[src/design/fqs_pkg.sv]
package fqs_pkg;

    localparam int DEPTH      = 16;
    localparam int DATA_WIDTH = 32;
    localparam int POS_W      = $clog2(DEPTH);
    localparam int IN_TDATA_W = ((DATA_WIDTH + 7) / 8) * 8;
    localparam int OUT_BITS   = DATA_WIDTH + POS_W + 3;
    localparam int OUT_TDATA_W = ((OUT_BITS + 7) / 8) * 8;

    typedef enum logic [1:0] {
        REQ_PUSH   = 2'd0,
        REQ_POP    = 2'd1,
        REQ_PEEK   = 2'd2,
        REQ_SEARCH = 2'd3
    } t_req;

    typedef struct packed {
        logic push;
        logic pop;
    } t_cell_ctrl;

    typedef struct packed {
        logic                  overflow;
        logic                  now_empty;
        logic [POS_W-1:0]      position;
        logic                  found;
        logic [DATA_WIDTH-1:0] result_value;
    } t_result;

endpackage

[src/design/fqs_cell.sv]
module fqs_cell
    import fqs_pkg::*;
(
    input  logic                  i_clk,
    input  logic                  i_rst_n,
    input  t_cell_ctrl            i_ctrl,
    input  logic [DATA_WIDTH-1:0] i_key,
    input  logic                  i_prev_valid,
    input  logic                  i_next_valid,
    input  logic [DATA_WIDTH-1:0] i_next_data,
    output logic                  o_valid,
    output logic [DATA_WIDTH-1:0] o_data,
    output logic                  o_match
);

    logic                  r_valid;
    logic                  n_valid;
    logic [DATA_WIDTH-1:0] r_data;
    logic [DATA_WIDTH-1:0] n_data;

    always_comb begin
        n_valid = r_valid;
        n_data  = r_data;
        if (i_ctrl.pop) begin
            n_valid = i_next_valid;
            n_data  = i_next_data;
        end else if (i_ctrl.push && !r_valid && i_prev_valid) begin
            n_valid = 1'b1;
            n_data  = i_key;
        end
    end

    always_ff @(posedge i_clk) begin
        if (!i_rst_n) begin
            r_valid <= 1'b0;
        end else begin
            r_valid <= n_valid;
        end
    end

    always_ff @(posedge i_clk) begin
        r_data <= n_data;
    end

    assign o_valid = r_valid;
    assign o_data  = r_data;
    assign o_match = r_valid && (r_data == i_key);

endmodule

[src/design/fifo_queue_with_search.sv]
// fifo queue with content search, built as a row of storage cells with the
// head in cell 0
// slave stream: s_axis_tuser carries the request kind (push, pop, peek,
// search), s_axis_tdata the word to push or to look for
// master stream: one result transaction per request with the head word for
// pop and peek, found flag and position for search, empty and overflow flags
// result: it is registered and shows in the cycle after the request is taken
// throughput: one request per cycle while ready; a pop shifts every cell one
// place toward the head, a push fills the first empty cell, a search compares
// all cells at once and a priority encoder picks the match nearest the head
// stall: while the output register holds an untaken result and m_axis_tready
// is low, s_axis_tready drops and the queue state holds
// reset: all cells read empty, the output register is emptied
module fifo_queue_with_search
    import fqs_pkg::*;
(
    input  logic                   i_clk,
    input  logic                   i_rst_n,
    input  logic                   s_axis_tvalid,
    output logic                   s_axis_tready,
    input  logic [IN_TDATA_W-1:0]  s_axis_tdata,  // value
    input  logic [1:0]             s_axis_tuser,  // req_type
    output logic                   m_axis_tvalid,
    input  logic                   m_axis_tready,
    // result_value, found, position, now_empty, overflow, zero pad
    output logic [OUT_TDATA_W-1:0] m_axis_tdata
);

    logic                  w_accept;
    t_req                  w_req;
    logic [DATA_WIDTH-1:0] w_key;
    t_cell_ctrl            w_ctrl;
    logic [DEPTH-1:0]      w_valid;
    logic [DEPTH-1:0]      w_match;
    logic [DATA_WIDTH-1:0] w_data [DEPTH];
    logic                  w_full;
    logic                  w_empty;
    t_result               w_res;
    logic                  w_found;
    logic [POS_W-1:0]      w_pos;

    logic                  r_out_valid;
    t_result               r_out;

    assign s_axis_tready = !r_out_valid || m_axis_tready;
    assign w_accept      = s_axis_tvalid && s_axis_tready;
    assign w_req         = t_req'(s_axis_tuser);
    assign w_key         = s_axis_tdata[DATA_WIDTH-1:0];
    assign w_full        = w_valid[DEPTH-1];
    assign w_empty       = !w_valid[0];

    assign w_ctrl.push = w_accept && (w_req == REQ_PUSH) && !w_full;
    assign w_ctrl.pop  = w_accept && (w_req == REQ_POP) && !w_empty;

    genvar g;
    generate
        for (g = 0; g < DEPTH; g++) begin : g_cell
            logic                  w_prev_valid;
            logic                  w_next_valid;
            logic [DATA_WIDTH-1:0] w_next_data;
            if (g == 0) begin : g_first
                assign w_prev_valid = 1'b1;
            end else begin : g_mid
                assign w_prev_valid = w_valid[g-1];
            end
            if (g == DEPTH - 1) begin : g_last
                assign w_next_valid = 1'b0;
                assign w_next_data  = w_data[g];
            end else begin : g_inner
                assign w_next_valid = w_valid[g+1];
                assign w_next_data  = w_data[g+1];
            end
            fqs_cell u_cell (
                .i_clk        (i_clk),
                .i_rst_n      (i_rst_n),
                .i_ctrl       (w_ctrl),
                .i_key        (w_key),
                .i_prev_valid (w_prev_valid),
                .i_next_valid (w_next_valid),
                .i_next_data  (w_next_data),
                .o_valid      (w_valid[g]),
                .o_data       (w_data[g]),
                .o_match      (w_match[g])
            );
        end
    endgenerate

    // first match from the head
    always_comb begin
        w_pos = '0;
        for (int i = DEPTH - 1; i >= 0; i--) begin
            if (w_match[i]) begin
                w_pos = POS_W'(i);
            end
        end
    end

    assign w_found = |w_match;

    always_comb begin
        w_res = '0;
        case (w_req)
            REQ_PUSH: begin
                w_res.overflow = w_full;
            end
            REQ_POP: begin
                w_res.result_value = w_empty ? '0 : w_data[0];
                w_res.now_empty    = !w_valid[1];
            end
            REQ_PEEK: begin
                w_res.result_value = w_empty ? '0 : w_data[0];
                w_res.now_empty    = w_empty;
            end
            REQ_SEARCH: begin
                w_res.found     = w_found;
                w_res.position  = w_found ? w_pos : '0;
                w_res.now_empty = w_empty;
            end
            default: begin
                w_res = '0;
            end
        endcase
    end

    always_ff @(posedge i_clk) begin
        if (!i_rst_n) begin
            r_out_valid <= 1'b0;
        end else if (s_axis_tready) begin
            r_out_valid <= s_axis_tvalid;
        end
    end

    always_ff @(posedge i_clk) begin
        if (w_accept) begin
            r_out <= w_res;
        end
    end

    assign m_axis_tvalid = r_out_valid;
    assign m_axis_tdata  = {{(OUT_TDATA_W - OUT_BITS){1'b0}}, r_out};

    a_cells_contiguous: assert property (@(posedge i_clk) disable iff (!i_rst_n)
        (w_valid[DEPTH-1:1] & ~w_valid[DEPTH-2:0]) == '0)
        else $error("occupied cell after an empty one");

    a_push_fills_head: assert property (@(posedge i_clk) disable iff (!i_rst_n)
        w_ctrl.push |=> w_valid[0])
        else $error("push left the head cell empty");

    a_overflow_not_empty: assert property (@(posedge i_clk) disable iff (!i_rst_n)
        m_axis_tvalid && r_out.overflow |-> !r_out.now_empty && r_out.result_value == '0)
        else $error("overflow result with empty queue or data");

    a_pos_needs_found: assert property (@(posedge i_clk) disable iff (!i_rst_n)
        m_axis_tvalid && !r_out.found |-> r_out.position == '0)
        else $error("position set without a match");

    a_pop_shifts: assert property (@(posedge i_clk) disable iff (!i_rst_n)
        w_ctrl.pop && !w_valid[1] |=> !w_valid[0])
        else $error("pop of last word left the queue occupied");

endmodule
[config.mk]
export PLATFORM = sky130hd
export DESIGN_NAME = fifo_queue_with_search
export DESIGN_NICKNAME = d
export VERILOG_FILES = /design/src/design/fqs_pkg.sv /design/src/design/fqs_cell.sv /design/src/design/fifo_queue_with_search.sv
export SDC_FILE = /design/constraint.sdc
export NUM_CORES = 1
export LEC_CHECK = 0
export BUFFER_PORTS_ARGS = -buffer_cell sky130_fd_sc_hd__clkbuf_2
export CAP_MARGIN = 10
export CORE_ASPECT_RATIO = 0.7
export CORE_UTILIZATION = 60
export DETAILED_ROUTE_END_ITERATION = 6
export PLACE_DENSITY_LB_ADDON = 0.25
export SKIP_LAST_GASP = 1
export SLEW_MARGIN = 10
export SYNTH_ARGS = -nofsm -noshare
export SYNTH_HDL_FRONTEND = slang
export SYNTH_SLANG_ARGS = --single-unit
export TNS_END_PERCENT = 1
[constraint.sdc]
create_clock -name i_clk -period 13.4 [get_ports i_clk]
set_input_delay 2.68 -clock i_clk [delete_from_list [all_inputs] [get_ports i_clk]]
set_output_delay 2.68 -clock i_clk [all_outputs]
set_load 0.05 [all_outputs]
## Yosys cells after proc, flatten, opt, wreduce, memory -nomap -nowiden

Cells that the tools add are included.

- Register bits after elaboration: 568
- Input port bits: 38
- Output and inout bits: 42
- Logic and storage cells: 236

- Equal/unequal tests: 19
- Mux-type cells: 76
- Bitwise logic cells: 4
- Reduce and logical (&&, ||, !) cells: 96

Operators by type and width:

| kind | count |
|---|---|
| 2-to-1 mux 32 bit | 30 |
| equality test 32 bit | 16 |
| logical AND 1 bit | 52 |
| 2-to-1 mux 4 bit | 8 |
| 2-to-1 mux 1 bit | 31 |
| nonzero test 2 bit | 15 |
| logical NOT 1 bit | 17 |
| OR reduction 16 bit | 1 |
| 2-to-1 mux 3 bit | 4 |
| OR reduction 10 bit | 1 |
| OR reduction 2 bit | 3 |
| OR reduction 6 bit | 1 |
| equality test 2 bit (second input constant) | 2 |
| 2-to-1 mux 2 bit | 2 |
| NOT 1 bit | 4 |
| AND reduction 2 bit | 2 |
| OR reduction 4 bit | 1 |
| OR reduction 3 bit | 1 |
| equality test 2 x 1 -> 1 bit (second input constant) | 1 |
| logical NOT 2 bit | 1 |
| one-hot mux 1 bit (2 select lines) | 1 |
| logical OR 1 bit | 1 |

## Logic depth before layout (Yosys ltp)

- Depth after elaboration: 17
- Depth in mapped cells: 12
- Gate-level depth less buffers: 10

## By module

From an unflattened synthesis, not the netlist that was laid out.

- Cells, all modules: 2003
- Area, all modules: 29739.8 um^2

Modules (own cells, without submodules):

| module | times used | cells each | area an instance (um^2) | seq. area each (um^2) |
|---|---|---|---|---|
| fqs_cell | 16 | 117 | 1747.9 | 980.9 |
| fifo_queue_with_search | 1 | 131 | 1773.0 | 1191.1 |

## Worst setup path before layout

No wires, ideal clock.

- Path type: in2reg
- Start point: in m_axis_tready
- End point: reg g_cell[10].u_cell.r_valid
- Library setup time: 69 ps
- Data arrival time: 8110 ps
- Required time: 13331 ps
- Slack: 5221 ps
- Stages: 6
- Buffers on the path: 1
- Cell sequence: nand2b_1 and2_0 nand3b_1 clkbuf_1 o21ai_0 o221a_2

- Longest elaborated chain between the ends: 7
- Elaborated cells on any way between the ends: 10
- Those cells by class: mux (1); reduce/logical (9)

RTL lines:

| what | line | source |
|---|---|---|
| from (decl) | fifo_queue_with_search.sv:24 | `input logic m_axis_tready,` |
| logical OR 1 bit * | fifo_queue_with_search.sv:45 | `assign s_axis_tready = !r_out_valid \|\| m_axis_tready;` |
| logical AND 1 bit * | fifo_queue_with_search.sv:46 | `assign w_accept = s_axis_tvalid && s_axis_tready;` |
| via w_accept | fifo_queue_with_search.sv:29 | `logic w_accept;` |
| logical AND 1 bit (2 in series) | fifo_queue_with_search.sv:52 | `assign w_ctrl.push = w_accept && (w_req == REQ_PUSH) && !w_full;` |
| logical AND 1 bit (2 in series) | fqs_cell.sv:27 | `end else if (i_ctrl.push && !r_valid && i_prev_valid) begin` |
| nonzero test 2 bit (no line) | - |  |
| to (signal assigned) | fqs_cell.sv:37 | `r_valid <= n_valid;` |
| to (decl) | fqs_cell.sv:16 | `logic r_valid;` |

The timed path passes the listed nets; every way through them passes the cells marked *.
A chain may end at the register's enable or synchronous reset.

## Worst setup path after layout

- Start point: in m_axis_tready
- End point: reg g_cell[8].u_cell.r_data[17] (data pin)

- Longest elaborated chain between the ends: 5

RTL lines:

| what | line | source |
|---|---|---|
| logical OR 1 bit | fifo_queue_with_search.sv:45 |  |
| logical AND 1 bit | fifo_queue_with_search.sv:46 |  |
| via w_accept | fifo_queue_with_search.sv:29 |  |
| logical AND 1 bit (2 in series) | fifo_queue_with_search.sv:53 | `assign w_ctrl.pop = w_accept && (w_req == REQ_POP) && !w_empty;` |
| 2-to-1 mux 32 bit | fqs_cell.sv:24 | `if (i_ctrl.pop) begin` |
| via g_cell[8].u_cell.n_data[17] | fqs_cell.sv:19 | `logic [DATA_WIDTH-1:0] n_data;` |
| to (signal assigned) | fqs_cell.sv:42 | `r_data <= n_data;` |
| to (decl) | fqs_cell.sv:18 | `logic [DATA_WIDTH-1:0] r_data;` |

The timed path passes the listed nets, and every way through them passes these cells.

==> flow_summary.ini <==
[run_status]
status = finished, violations left
violations = design-rule violations

[yosys]
yosysSeqAreaShare = 0.600
yosys_warnings = 0
synth_area_leader_cell = edfxtp_1
syn_area_sq_um = 28200
synth_top_area_frac = 0.587
synth.avg_cell_area_sq_um = 13.4
yosysMostFrequentCell = edfxtp_1
synth_area_leaders = edfxtp_1, xnor2_1, a21o_1
synth-seq-cells = 568
yosysUniqueCellTypes = 42
netlist_top_cells_count = edfxtp_1, a21o_1, xnor2_1
synth_nets = 2150
synth_ff_type = edfxtp_1
async_flop_share = 0
synth-edff-count = 551
syn_inst = 2107

[clocking]
cts.path.max_buffers = 3
cts_hold_buf = 0
postCtsSetupBuffers = 0
cts_resized = 0
ctsHtreeMaxLevel = 2
clk_pin_slew_ps = 60
cts_tree = done
clock-sinks = 568
cts_root_buffer = clkbuf_16
clk_latency_ps = 610
cts_buffers = 53

[global_routing]
grt_pass1_wl_mm = 125
grt_overflow_total = 0
grt.total_usage = 0.371
antenna_found_initial = 0
grt_pass1_vias = 17700
grt_max_degree = 228

[die]
start_util = 0.607
die_x_um = 261
ios = 80
fp.dieArea_sq_um = 47800
die_h_um = 183
core_sq_um = 46400
rows = 66

[final_layout]
fillers = 3382
final_nets = 2128
postLayoutCoreUtil = 0.659
finalInstanceArea_sq_um = 30600
area_growth_pct = 8.53
layout-drive-gt1-share = 0.112

[sta]
finalClockSkew_ps = 25.6
worst_slew_pin_slew_ps = 1410
drv_slew = 0
max_slew_margin = 0.0607
period_needed_ps = 6230
max_freq_ghz = 0.161
setup_ws_ps = 7170
hold_viol = 0
rsz0062_at_grt = false
fin_crit_sh = 0.465
fin_tns_setup_ps = 0
finalSetupViolCount = 0

[setup_path]
startpoint = m_axis_tready
cp_common_cell = buf_4
reg2reg_to = g_cell[8].u_cell.o_data[17]$_DFFE_PP_
cp.required_ps = 13850
crit_fanout = 98
r2r_setup_slack_ps = 9050
path_delay_family = simple AND/OR/NAND/NOR gates
r2r_cells = 6
critPathCapture = g_cell[8].u_cell.o_data[17]$_DFFE_PP_
path_cells = clkbuf_2 -> nand2b_1 -> and2_2 -> and3_4 -> buf_4 -> buf_4 -> a21o_1
start_kind = input port
rr_startpoint = m_axis_tvalid$_SDFFE_PN0N_
crit_type = input port to register
cp_num_cells = 7
cpPeakStageDelay_ps = 960
endpoint_kind = register
crit_buf_inv = 3
crit_slowest_cell = and3_4
worstPathArrival_ps = 6680

[place]
post-dp-hpwl_mm = 55.5
numPortBuffers = 78
post-place-ws_ps = 6680
dpl-instance-area_sq_um = 28900
place.gp.congestion = 0.939

[power_and_ir_drop]
p_int_mw = 2.92
p_clk_frac = 0.389
ir_drop_mv = 0.169
power.switching_uw = 932
switching_share = 0.242
power_frac_comb = 0.096
power_density_nw_per_um2 = 126
power.leakage_nw = 12.0
pwr-share-seq = 0.516

[run]
maxCapViolations = 0

[routing]
vias = 18600
drt_first_pass_iters = 7
viasPerCell = 6.79
drt_iter0_markers = 2965
antenna_left = 0
routed_wl_mm = 88.5
drcViolationCount = 26
post_drt_wl_per_cell_um = 32.3

[min_path]
hold_path_class = register to register
## kinds of logic after synthesis
group | after synthesis | share of synthesized area
other | 1 | 0.000133
AO/OA/AOI/OAI | 528 | 0.140
adder cells (fa/ha/maj) | 5 | 0.00222
buffers and inverters | 206 | 0.0347
XOR/XNOR | 511 | 0.159
AND/OR/NAND/NOR | 288 | 0.0635
flip-flops | 568 | 0.600
## metrics by stage
| stage | hold WS, ps | std cells | power, mW |
|---|---|---|---|
| 5_1_grt | 564 | 2739 | 3.93 |
| 3_5_place_dp | 531 | 2641 | 2.38 |
| 4_1_cts | 539 | 2738 | 3.84 |
| 6_report | 537 | 2740 | 3.86 |
| 2_1_floorplan | 507 | 2107 | 2.26 |
| 3_3_place_gp | 522 | 2641 | 2.37 |
## tightest hold or removal path: stages (launching register included)
cell and delay, ps:
dfxtp_1 310, nand2b_1 100, a21boi_0 80
## cell usage in the layout, fill, tap and decap left out, types with 7 or more instances in the layout
master / Yosys / layout
edfxtp_1: 551 / 551
a21o_1: 480 / 480
xnor2_1: 422 / 422
nand4_1: 105 / 105
xor2_1: 87 / 87
clkbuf_2: 0 / 78
clkbuf_16: 0 / 55
buf_4: 6 / 42
nor4_1: 37 / 37
and3_1: 37 / 36
and2_1: 32 / 31
nand3_1: 22 / 21
nand2b_1: 18 / 18
dfxtp_1: 17 / 17
o221a_2: 15 / 15
o21ai_4: 0 / 13
clkinv_1: 0 / 13
clkbuf_1: 126 / 12
clkinv_2: 0 / 11
inv_1: 7 / 7
nand2_1: 7 / 7
nor3_1: 7 / 7
## per-layer routing
layer,GRT usage,part of all wire
met5,0,0
met4,0.114,0.033
met3,0.172,0.17
met2,0.500,0.40
met1,0.531,0.40
## flip-flops by register name, summed over array words and instances, names as in the netlist
name                   count
g_cell.u_cell.o_valid     16
m_axis_tvalid              1
g_cell.u_cell.o_data     512
m_axis_tdata              39
## area by class of cell
cell class                 instances  area (sq um)  area share
clock buffer                      67          1420      0.0465
antenna                            1          2.50   0.0000819
tap                              612           766      0.0251
clock inverter                    30           240     0.00786
multi-input combinational       1333         10500       0.343
sequential                       568         16900       0.552
timing repair buffer             122           741      0.0242
inverter                           7          26.3    0.000860
## power by group through the flow
stage               clock network (mW)  logic [mW]  registers (mW)
floorplan                            0       0.218            2.05
global placement                     0       0.346            2.03
detailed placement                   0       0.352            2.03
CTS                               1.49       0.355            1.99
global route                      1.56       0.379            1.99
finish                            1.50       0.369            1.99
## how the worst min path moves through the flow
stage | depth (start not counted) | slack (ps) | start | to
after floorplan | 2 | 510 | g_cell[15].u_cell.o_valid$_SDFFE_PP0P_ | g_cell[15].u_cell.o_valid$_SDFFE_PP0P_
after global placement | 2 | 520 | m_axis_tvalid$_SDFFE_PN0N_ | m_axis_tvalid$_SDFFE_PN0N_
after detailed placement | 2 | 530 | m_axis_tvalid$_SDFFE_PN0N_ | m_axis_tvalid$_SDFFE_PN0N_
after CTS | 2 | 540 | m_axis_tvalid$_SDFFE_PN0N_ | m_axis_tvalid$_SDFFE_PN0N_
after global routing | 2 | 560 | m_axis_tvalid$_SDFFE_PN0N_ | m_axis_tvalid$_SDFFE_PN0N_
final | 2 | 540 | m_axis_tvalid$_SDFFE_PN0N_ | m_axis_tvalid$_SDFFE_PN0N_
(Power assumes the default switching activity.)
